File: config.mk
export PLATFORM = sky130hd
export DESIGN_NAME = g2e_turns
export DESIGN_NICKNAME = d
export VERILOG_FILES = /design/src/hdl/g2e_pkg.sv /design/src/hdl/g2e_turns.sv
export SDC_FILE = /design/constraint.sdc
export NUM_CORES = 2
export LEC_CHECK = 0
export ABC_AREA = 1
export BUFFER_PORTS_ARGS = -buffer_cell sky130_fd_sc_hd__buf_4
export CAP_MARGIN = 20
export CORE_MARGIN = 3
export CORE_UTILIZATION = 57
export DETAILED_ROUTE_END_ITERATION = 8
export PLACE_DENSITY_LB_ADDON = 0.15
export SLEW_MARGIN = 25
export SYNTH_ARGS = -nofsm -noshare
export SYNTH_HDL_FRONTEND = slang
export SYNTH_SLANG_ARGS = --single-unit
File: constraint.sdc
create_clock -name clk -period 8.5 [get_ports clk]
set_input_delay 0.425 -clock clk [delete_from_list [all_inputs] [get_ports clk]]
set_output_delay 0.425 -clock clk [all_outputs]
set_load 0.05 [all_outputs]
File: src/hdl/g2e_pkg.sv
// Shared types, constants and widths for the geodetic to earth-centred converter.
// Depends on nothing; every other file but g2e_dly and g2e_mul imports it.
`timescale 1ns / 1ps
package g2e_pkg;

  localparam int ANG_W    = 32;
  localparam int H_W      = 36;
  localparam int CRD_W    = 38;
  localparam int RAD_W    = 33;
  localparam int ECC_W    = 48;
  localparam int CFG_W    = 48;
  localparam int TURN_W   = 48;
  localparam int CW       = 44;
  localparam int SC_W     = 42;
  localparam int K_W      = 5;

  localparam int CORDIC_STAGES_DEF = 32;
  localparam int MUL_LAT  = 2;
  localparam int TURN_LAT = 4;
  localparam int NU_LAT   = 54;
  localparam int SMUL_LAT = 5;
  localparam int NEWTON_ITERS = 6;

  localparam logic [RAD_W-1:0] RADIUS_RST = 33'd6531212288;
  localparam logic [ECC_W-1:0] ECC_RST    = 48'd1884300451818;

  localparam logic [63:0] PI60      = 64'h3243F6A8885A308D;
  localparam logic [63:0] PI61      = 64'h6487ED5110B4611A;
  localparam logic [32:0] RAD2TURN  = 33'h145F306DD;
  localparam logic [32:0] DEG_RECIP = 33'h16C16C16D;
  localparam logic signed [CW-1:0] KGAIN40 = 44'sd667681663043;
  localparam logic [48:0] ONE48     = 49'h1_0000_0000_0000;
  localparam logic [63:0] THREE61   = 64'h6000_0000_0000_0000;
  localparam logic [63:0] Y0_BASE   = 64'h4800_0000_0000_0000;
  localparam logic [127:0] ROUND40  = 128'h80_0000_0000;
  localparam logic signed [CW-1:0] ONE40 = 44'sd1099511627776;

  typedef enum logic [1:0] {
    CFG_RADIUS = 2'd0,
    CFG_ECC    = 2'd1,
    CFG_DEG    = 2'd2
  } cfg_idx_t;

  typedef enum logic [1:0] {
    QUAD_I   = 2'd0,
    QUAD_II  = 2'd1,
    QUAD_III = 2'd2,
    QUAD_IV  = 2'd3
  } quad_t;

  // Arctangent of 2^-idx in Q.40 radians, built from the arctangent series.
  function automatic logic [40:0] atan_q40(input int idx);
    longint unsigned acc;
    longint unsigned term;
    int e;
    acc = 64'd0;
    if (idx == 0) begin
      acc = (PI60 + 64'd2097152) >> 22;
    end else begin
      for (int k = 0; k < 61; k++) begin
        e = 60 - idx * (2 * k + 1);
        if (e >= 0) begin
          term = (64'd1 << e) / 64'(2 * k + 1);
          if (k % 2 == 1) acc = acc - term;
          else acc = acc + term;
        end
      end
      acc = (acc + 64'd524288) >> 20;
    end
    return 41'(acc);
  endfunction

endpackage

File: src/hdl/g2e_turns.sv
// Converts a radian or degree angle into a 48-bit fraction of a full turn, four stages.
// Depends on g2e_pkg.
`timescale 1ns / 1ps
module g2e_turns (
  input  logic                         clk,
  input  logic                         en,
  input  logic                         deg_mode,
  input  logic signed [g2e_pkg::ANG_W-1:0] angle,
  output logic [g2e_pkg::TURN_W-1:0]   turns
);
  import g2e_pkg::*;

  logic        neg_r, neg2_r, neg3_r;
  logic [31:0] mag_r, mag2_r;
  logic [64:0] prad_r, pdeg_r;
  logic [64:0] rsum;
  logic [26:0] qm_r;
  logic [5:0]  rm_r;
  logic [32:0] rem;
  logic [TURN_W-1:0] trad_r;
  logic [10:0] sm;
  logic [21:0] fr;
  logic [TURN_W-1:0] tdeg, tsel, turns_nxt, turns_r;

  always_ff @(posedge clk) begin
    if (en) begin
      neg_r  <= angle[ANG_W-1];
      mag_r  <= angle[ANG_W-1] ? (~angle + 32'd1) : angle;
      neg2_r <= neg_r;
      mag2_r <= mag_r;
      prad_r <= 65'(mag_r) * 65'(RAD2TURN);
      pdeg_r <= 65'(mag_r) * 65'(DEG_RECIP);
    end
  end

  assign rsum = prad_r + 65'd32768;
  assign rem  = 33'(mag2_r) - 33'(pdeg_r[64:38]) * 33'd45;

  always_ff @(posedge clk) begin
    if (en) begin
      neg3_r <= neg2_r;
      trad_r <= rsum[63:16];
      qm_r   <= pdeg_r[64:38];
      rm_r   <= rem[5:0];
    end
  end

  always_comb begin
    sm        = 11'(rm_r) * 11'd34 + 11'd22;
    fr        = 22'(sm) * 22'd1457;
    tdeg      = (48'(qm_r) << 22) + 48'(rm_r) * 48'd93206 + 48'(fr[21:16]);
    tsel      = deg_mode ? tdeg : trad_r;
    turns_nxt = neg3_r ? (~tsel + 48'd1) : tsel;
  end

  always_ff @(posedge clk) begin
    if (en) begin
      turns_r <= turns_nxt;
    end
  end

  assign turns = turns_r;

endmodule

== After elaboration in Yosys (flattened, before gate mapping) ==
Cells that the tools add are included.
Widths: inputs -> output; s select.

* Bitwise operators: 2
* Multipliers: 6
* Add/subtract/negate cells: 7
* Multiplexer cells: 3

{| class="wikitable"
|+ Operator list
! kind !! number
|-
| $mux 48 || 2
|-
| $mul 32x33->65 const B || 1
|-
| $add 64x16->64 const B || 1
|-
| $mul 32x33->64 const B || 1
|-
| $add 48x1->48 const B || 1
|-
| $add 48x23->48 || 1
|-
| $add 48x6->48 || 1
|-
| $not 48->48 || 1
|-
| $add 32x1->32 const B || 1
|-
| $not 32->32 || 1
|-
| $mux 31 || 1
|-
| $mul 27x6->6 const B || 1
|-
| $mul 11x11->22 const B || 1
|-
| $mul 6x16->22 const B || 1
|-
| $add 11x5->11 const B || 1
|-
| $mul 6x5->10 const B || 1
|-
| $sub 6x6->6 || 1
|}

* Word-level logic and storage cells: 30
* Output and inout port bits: 48
* Bits of input ports: 35
* Flip-flop bits (word level): 298

== Longest topological paths before layout ==
* Depth after elaboration: 8
* Depth in mapped cells: 55
* Mapped depth without buffers: 54

== Least setup slack after synthesis ==
OpenSTA, ideal clock, no wires.

* Path type: register to register
* Start: register rm_r[1]
* End: register turns_r[34], in the netlist turns[34], data pin
* Arrival: 7.776 ns
* Period minus slack after synthesis: 8.030 ns
* Cell stages (with the launch flop): 45
* Buffers on the path: 0
* Slack: 0.470 ns
* Library setup time: 0.254 ns
* Data required time: 8.246 ns
* Cell sequence: edfxtp_1 ha_1 ha_1 fa_1 nand2_1 nor3_1 xor2_1 inv_1 ha_1 inv_1 fa_1 inv_1 fa_1 fa_1 ha_1 ha_1 nand2_1 o31ai_1 (+9 left out) nor2_2 nand2_1 nor2_4 inv_2 nor2_8 nand2_1 nand3_1 nand2_2 nor2_4 nand3_2 nor2_1 nand2_1 nand2_2 nand2_4 nor2_4 nand2_2 xor2_1 inv_1

* Longest elaborated chain between the ends: 8
* Elaborated cells on any way between the ends: 10
* Those cells by class: 4 x add/sub; 3 x mul; 2 x mux; 1 x bitwise

{| class="wikitable"
|+ RTL lines
! item !! RTL line !! source
|-
| start: declaration || g2e_turns.sv:18 || <nowiki>logic [5:0] rm_r;</nowiki>
|-
| start signal: assignment || g2e_turns.sv:44 || <nowiki>rm_r <= rem[5:0];</nowiki>
|-
| $mul 6x5->10 || g2e_turns.sv:49 || <nowiki>sm = 11'(rm_r) * 11'd34 + 11'd22;</nowiki>
|-
| $add 11x5->11 || g2e_turns.sv:49 ||
|-
| $mul 11x11->22 || g2e_turns.sv:50 || <nowiki>fr = 22'(sm) * 22'd1457;</nowiki>
|-
| $add 48x6->48 * || g2e_turns.sv:51 || <nowiki>tdeg = (48'(qm_r) << 22) + 48'(rm_r) * 48'd93206 + 48'(fr[21:16]);</nowiki>
|-
| $mux 48 * || g2e_turns.sv:52 || <nowiki>tsel = deg_mode ? tdeg : trad_r;</nowiki>
|-
| $not 48->48 || g2e_turns.sv:53 || <nowiki>turns_nxt = neg3_r ? (~tsel + 48'd1) : tsel;</nowiki>
|-
| $add 48x1->48 || g2e_turns.sv:53 ||
|-
| $mux 48 * || g2e_turns.sv:53 ||
|-
| via turns_nxt[34] || g2e_turns.sv:23 || <nowiki>logic [TURN_W-1:0] tdeg, tsel, turns_nxt, turns_r;</nowiki>
|-
| end signal: assignment || g2e_turns.sv:58 || <nowiki>turns_r <= turns_nxt;</nowiki>
|-
| end: declaration || g2e_turns.sv:23 ||
|}

Mark *: on every way through the listed nets, which the timed path passes. The rest lies on a longest branch.
A chain may end at the register's enable or synchronous reset.

== Worst setup path after layout ==
* Start: register rm_r[5]
* End: register turns_r[34], in the netlist turns[34], data pin

The elaborated chain is that of the path after synthesis.

==> results.ini <==
[layout]
regArea_um2 = 7327
post-route-util_pct = 65.00
fill_cells = 6902
final_net_count = 7059
areaGrowthSynthToFinish_pct = 11.89
final_area_um2 = 52860
num_antenna_cells = 0
multi_input_area_um2 = 35360
final_layout_size_suffix_gt1_share_pct = 12.32

[logic_synthesis]
synth_area_per_cell_um2 = 9.121
synth_area_leader_cell = fa_1
synth_area_leaders = fa_1 (30%), ha_1 (20%), edfxtp_1 (16%)
synth.top_cell.area_share_pct = 30.04
synth-edff-count = 244
ys_ff_latch = 244
synthSimpleGateAreaFrac_pct = 13.88
synth_commonest_cells = inv_1 (1,326), ha_1 (761), fa_1 (709), nand2_1 (648), nor2_1 (321)
syn_area_um2 = 47250
ys_seq_area_share_pct = 15.51
async_reset_ff_share_pct = 0
synth_compound_area_share_pct = 5.251
yosys.area_share.adder_pct = 50.19
syn-num-nets = 6685
synthFlopType = edfxtp_1
synth.area.mux_share_pct = 0
yosys.cell_types.count = 61
yosysWarnings = 0
synth_most_common_cell = inv_1
synth_xor_area_share_pct = 4.208
synth_top_family_by_area = adder cells
synth_cells = 5180

[global_routing]
grt_max_degree = 143
grt_first_pass_wirelength_um = 226200
grt.total_usage_pct = 35.19
grt-ovfl-total = 0
grt_antenna_before_repair = 4
grt_pass1_vias = 38400

[critical_path]
crit_path_start = rm_r[5]
slowest_delay_ns = 0.59
crit_top_cell = nand2_2
cp-start-kind = register
arrival_ns = 8.59
worstSetupPathType = register to register
critPathRequiredTime_ns = 8.87
cp-end-kind = register
regToRegSetupSlack_ns = 0.28
cp_max_fo = 6
r2r_start = rm_r[5]
r2r_end = turns[34]
worst_path_max_delay_cell = fa_2
r2r_cells = 45

[routing]
vias = 36260
wl_per_cell_um = 22.38
drc_errors = 0
drt_wl_total_um = 148500
viasPerCell = 5.464
firstDrtPassIters = 7
antenna_left = 0
drt_iter0_drc = 2324

[floorplanning]
die_h_um = 293.9
die_x_um = 293.9
core_um2 = 81330
start_util_pct = 58.09
ios = 83
rows = 104
die-area_um2 = 86380

[timing]
fin_tns_setup_ns = 0
relSlewSlack_pct = 43.10
slew_violations = 0
hold_violations = 0
fin_crit_sh_pct = 96.75
fmaxAchievable_ghz = 0.1216
rsz0062_at_grt = yes
fin_crit_ns = 8.224
setup_viol = 0
fin_skew_ns = 0.05811
worst_slew_pin_slew_ns = 0.8535

[clocking]
clk_root_buffer_cell = clkbuf_16
cts_tree = yes
insertion_delay_ns = 0.62
clkSlewWorstSetupHoldPaths_ns = 0.06
cts.sinks = 244
cts_inserted_buffers = 29
clockBufferDepth = 3
ctsHtreeMaxLevel = 1

[worst_hold_path]
hp-start = angle[17]
hold_path_end = mag_r[17]
min_delay_path_depth = 3
hp-class = input port to register

[job]
drv_cap = 0

[place]
dp_hpwl_um = 132700
io_buffers = 82
place.gp.congestion = 1.044
place_area_um2 = 51130

[run_status]
outcome = finished, final reports clean

## what timing repair did
item	in CTS	in global routing
endpoints found under the hold margin	1	0
setup endpoints to repair	18	34
resized for setup	13	127
hold buffers	1	0
cloned	0	0
pin swaps	4	79
setup buffers	2	13
## critical path: cells and delay by family, from the launching register on
kind,cells,cell delay (ns)
buf+inv,8,0.55
xor+xnor,3,0.56
fa+ha+maj,11,3.95
compound gates,1,0.33
flops,1,0.44
simple gates,22,2.18
## placed cells by master, fill, tap and decap left out, types with 7 or more instances in the layout
master,Yosys,routed
o21a_1,12,12
buf_4,3,360
nor4_1,27,27
nand4_1,63,63
nor2_2,22,34
nand2_1,648,623
edfxtp_1,244,244
nor3_1,41,39
nand3_1,187,172
o21ai_1,3,7
a21boi_0,7,7
nand3_2,15,28
xor2_1,150,146
a21o_1,23,23
nor2_4,12,20
o21bai_1,12,12
a31oi_1,68,68
nand2_4,5,8
inv_2,13,21
clkbuf_16,0,29
ha_4,0,17
nand2_2,57,79
inv_1,1326,1317
or2_2,25,25
a21oi_1,165,161
xnor2_1,77,75
fa_1,709,705
o211ai_1,10,10
o21ai_0,98,91
nor2_1,321,301
ha_1,761,741
## metrics by stage
stage,cells,hold slack [ns],setup WS [ns]
detailed placement,6569,0.4045,-0.1789
global route,6637,0.09899,-0.2201
floorplan,5180,0.4003,0.4702
finish,6637,0.1137,0.2763
CTS,6626,0.06868,0.004321
global placement,6569,0.4018,-0.03009
## cells by family (layout without fill, tap and decap cells)
| group | Yosys count | in the layout |
|---|---|---|
| adders and majority gates | 1470 | 1470 |
| and+or+nand+nor | 1446 | 1446 |
| buffers and inverters | 1366 | 1763 |
| AOI/OAI and AO/OA | 427 | 427 |
| DFF | 244 | 244 |
| xor gates and xnor gates | 227 | 227 |
## sequential cells by signal, indices dropped and copies added (netlist names)
signal,flops
prad_r,49
trad_r,48
turns,48
mag_r,32
pdeg_r,26
qm_r,26
mag2_r,6
rm_r,6
neg2_r,1
neg3_r,1
neg_r,1
## worst max-delay path by stage
| stage | depth (start not counted) | slack [ns] | endpoint |
|---|---|---|---|
| 2_1_floorplan | 44 | 0.47 | turns[34] |
| 3_3_place_gp | 47 | -0.03 | turns[34] |
| 3_5_place_dp | 47 | -0.18 | turns[41] |
| 4_1_cts | 48 | 0.004 | turns[41] |
| 5_1_grt | 46 | -0.22 | turns[34] |
| 6_report | 45 | 0.28 | turns[34] |
## per-layer routing
| metal | vias up | track usage (%) | wire (µm) |
|---|---|---|---|
| li1 | 17040 | - | - |
| met1 | 17600 | 44.35 | 59160 |
| met2 | 1248 | 59.02 | 69610 |
| met3 | 365 | 5.743 | 10220 |
| met4 | 4 | 17.53 | 9519 |
| met5 | - | 0 | 20 |
## final cells by class
| cell class | instances | area share (%) |
|---|---|---|
| Clock buffer | 31 | 1.387 |
| Clock inverter | 23 | 0.4971 |
| Inverter | 1342 | 9.536 |
| Multi-Input combinational cell | 3570 | 66.89 |
| Sequential cell | 244 | 13.86 |
| Tap cell | 1060 | 2.509 |
| Timing Repair Buffer | 367 | 5.316 |
Power is not shown: default switching activity piles up to over one toggle a cycle in this logic, so the estimate is an artifact.
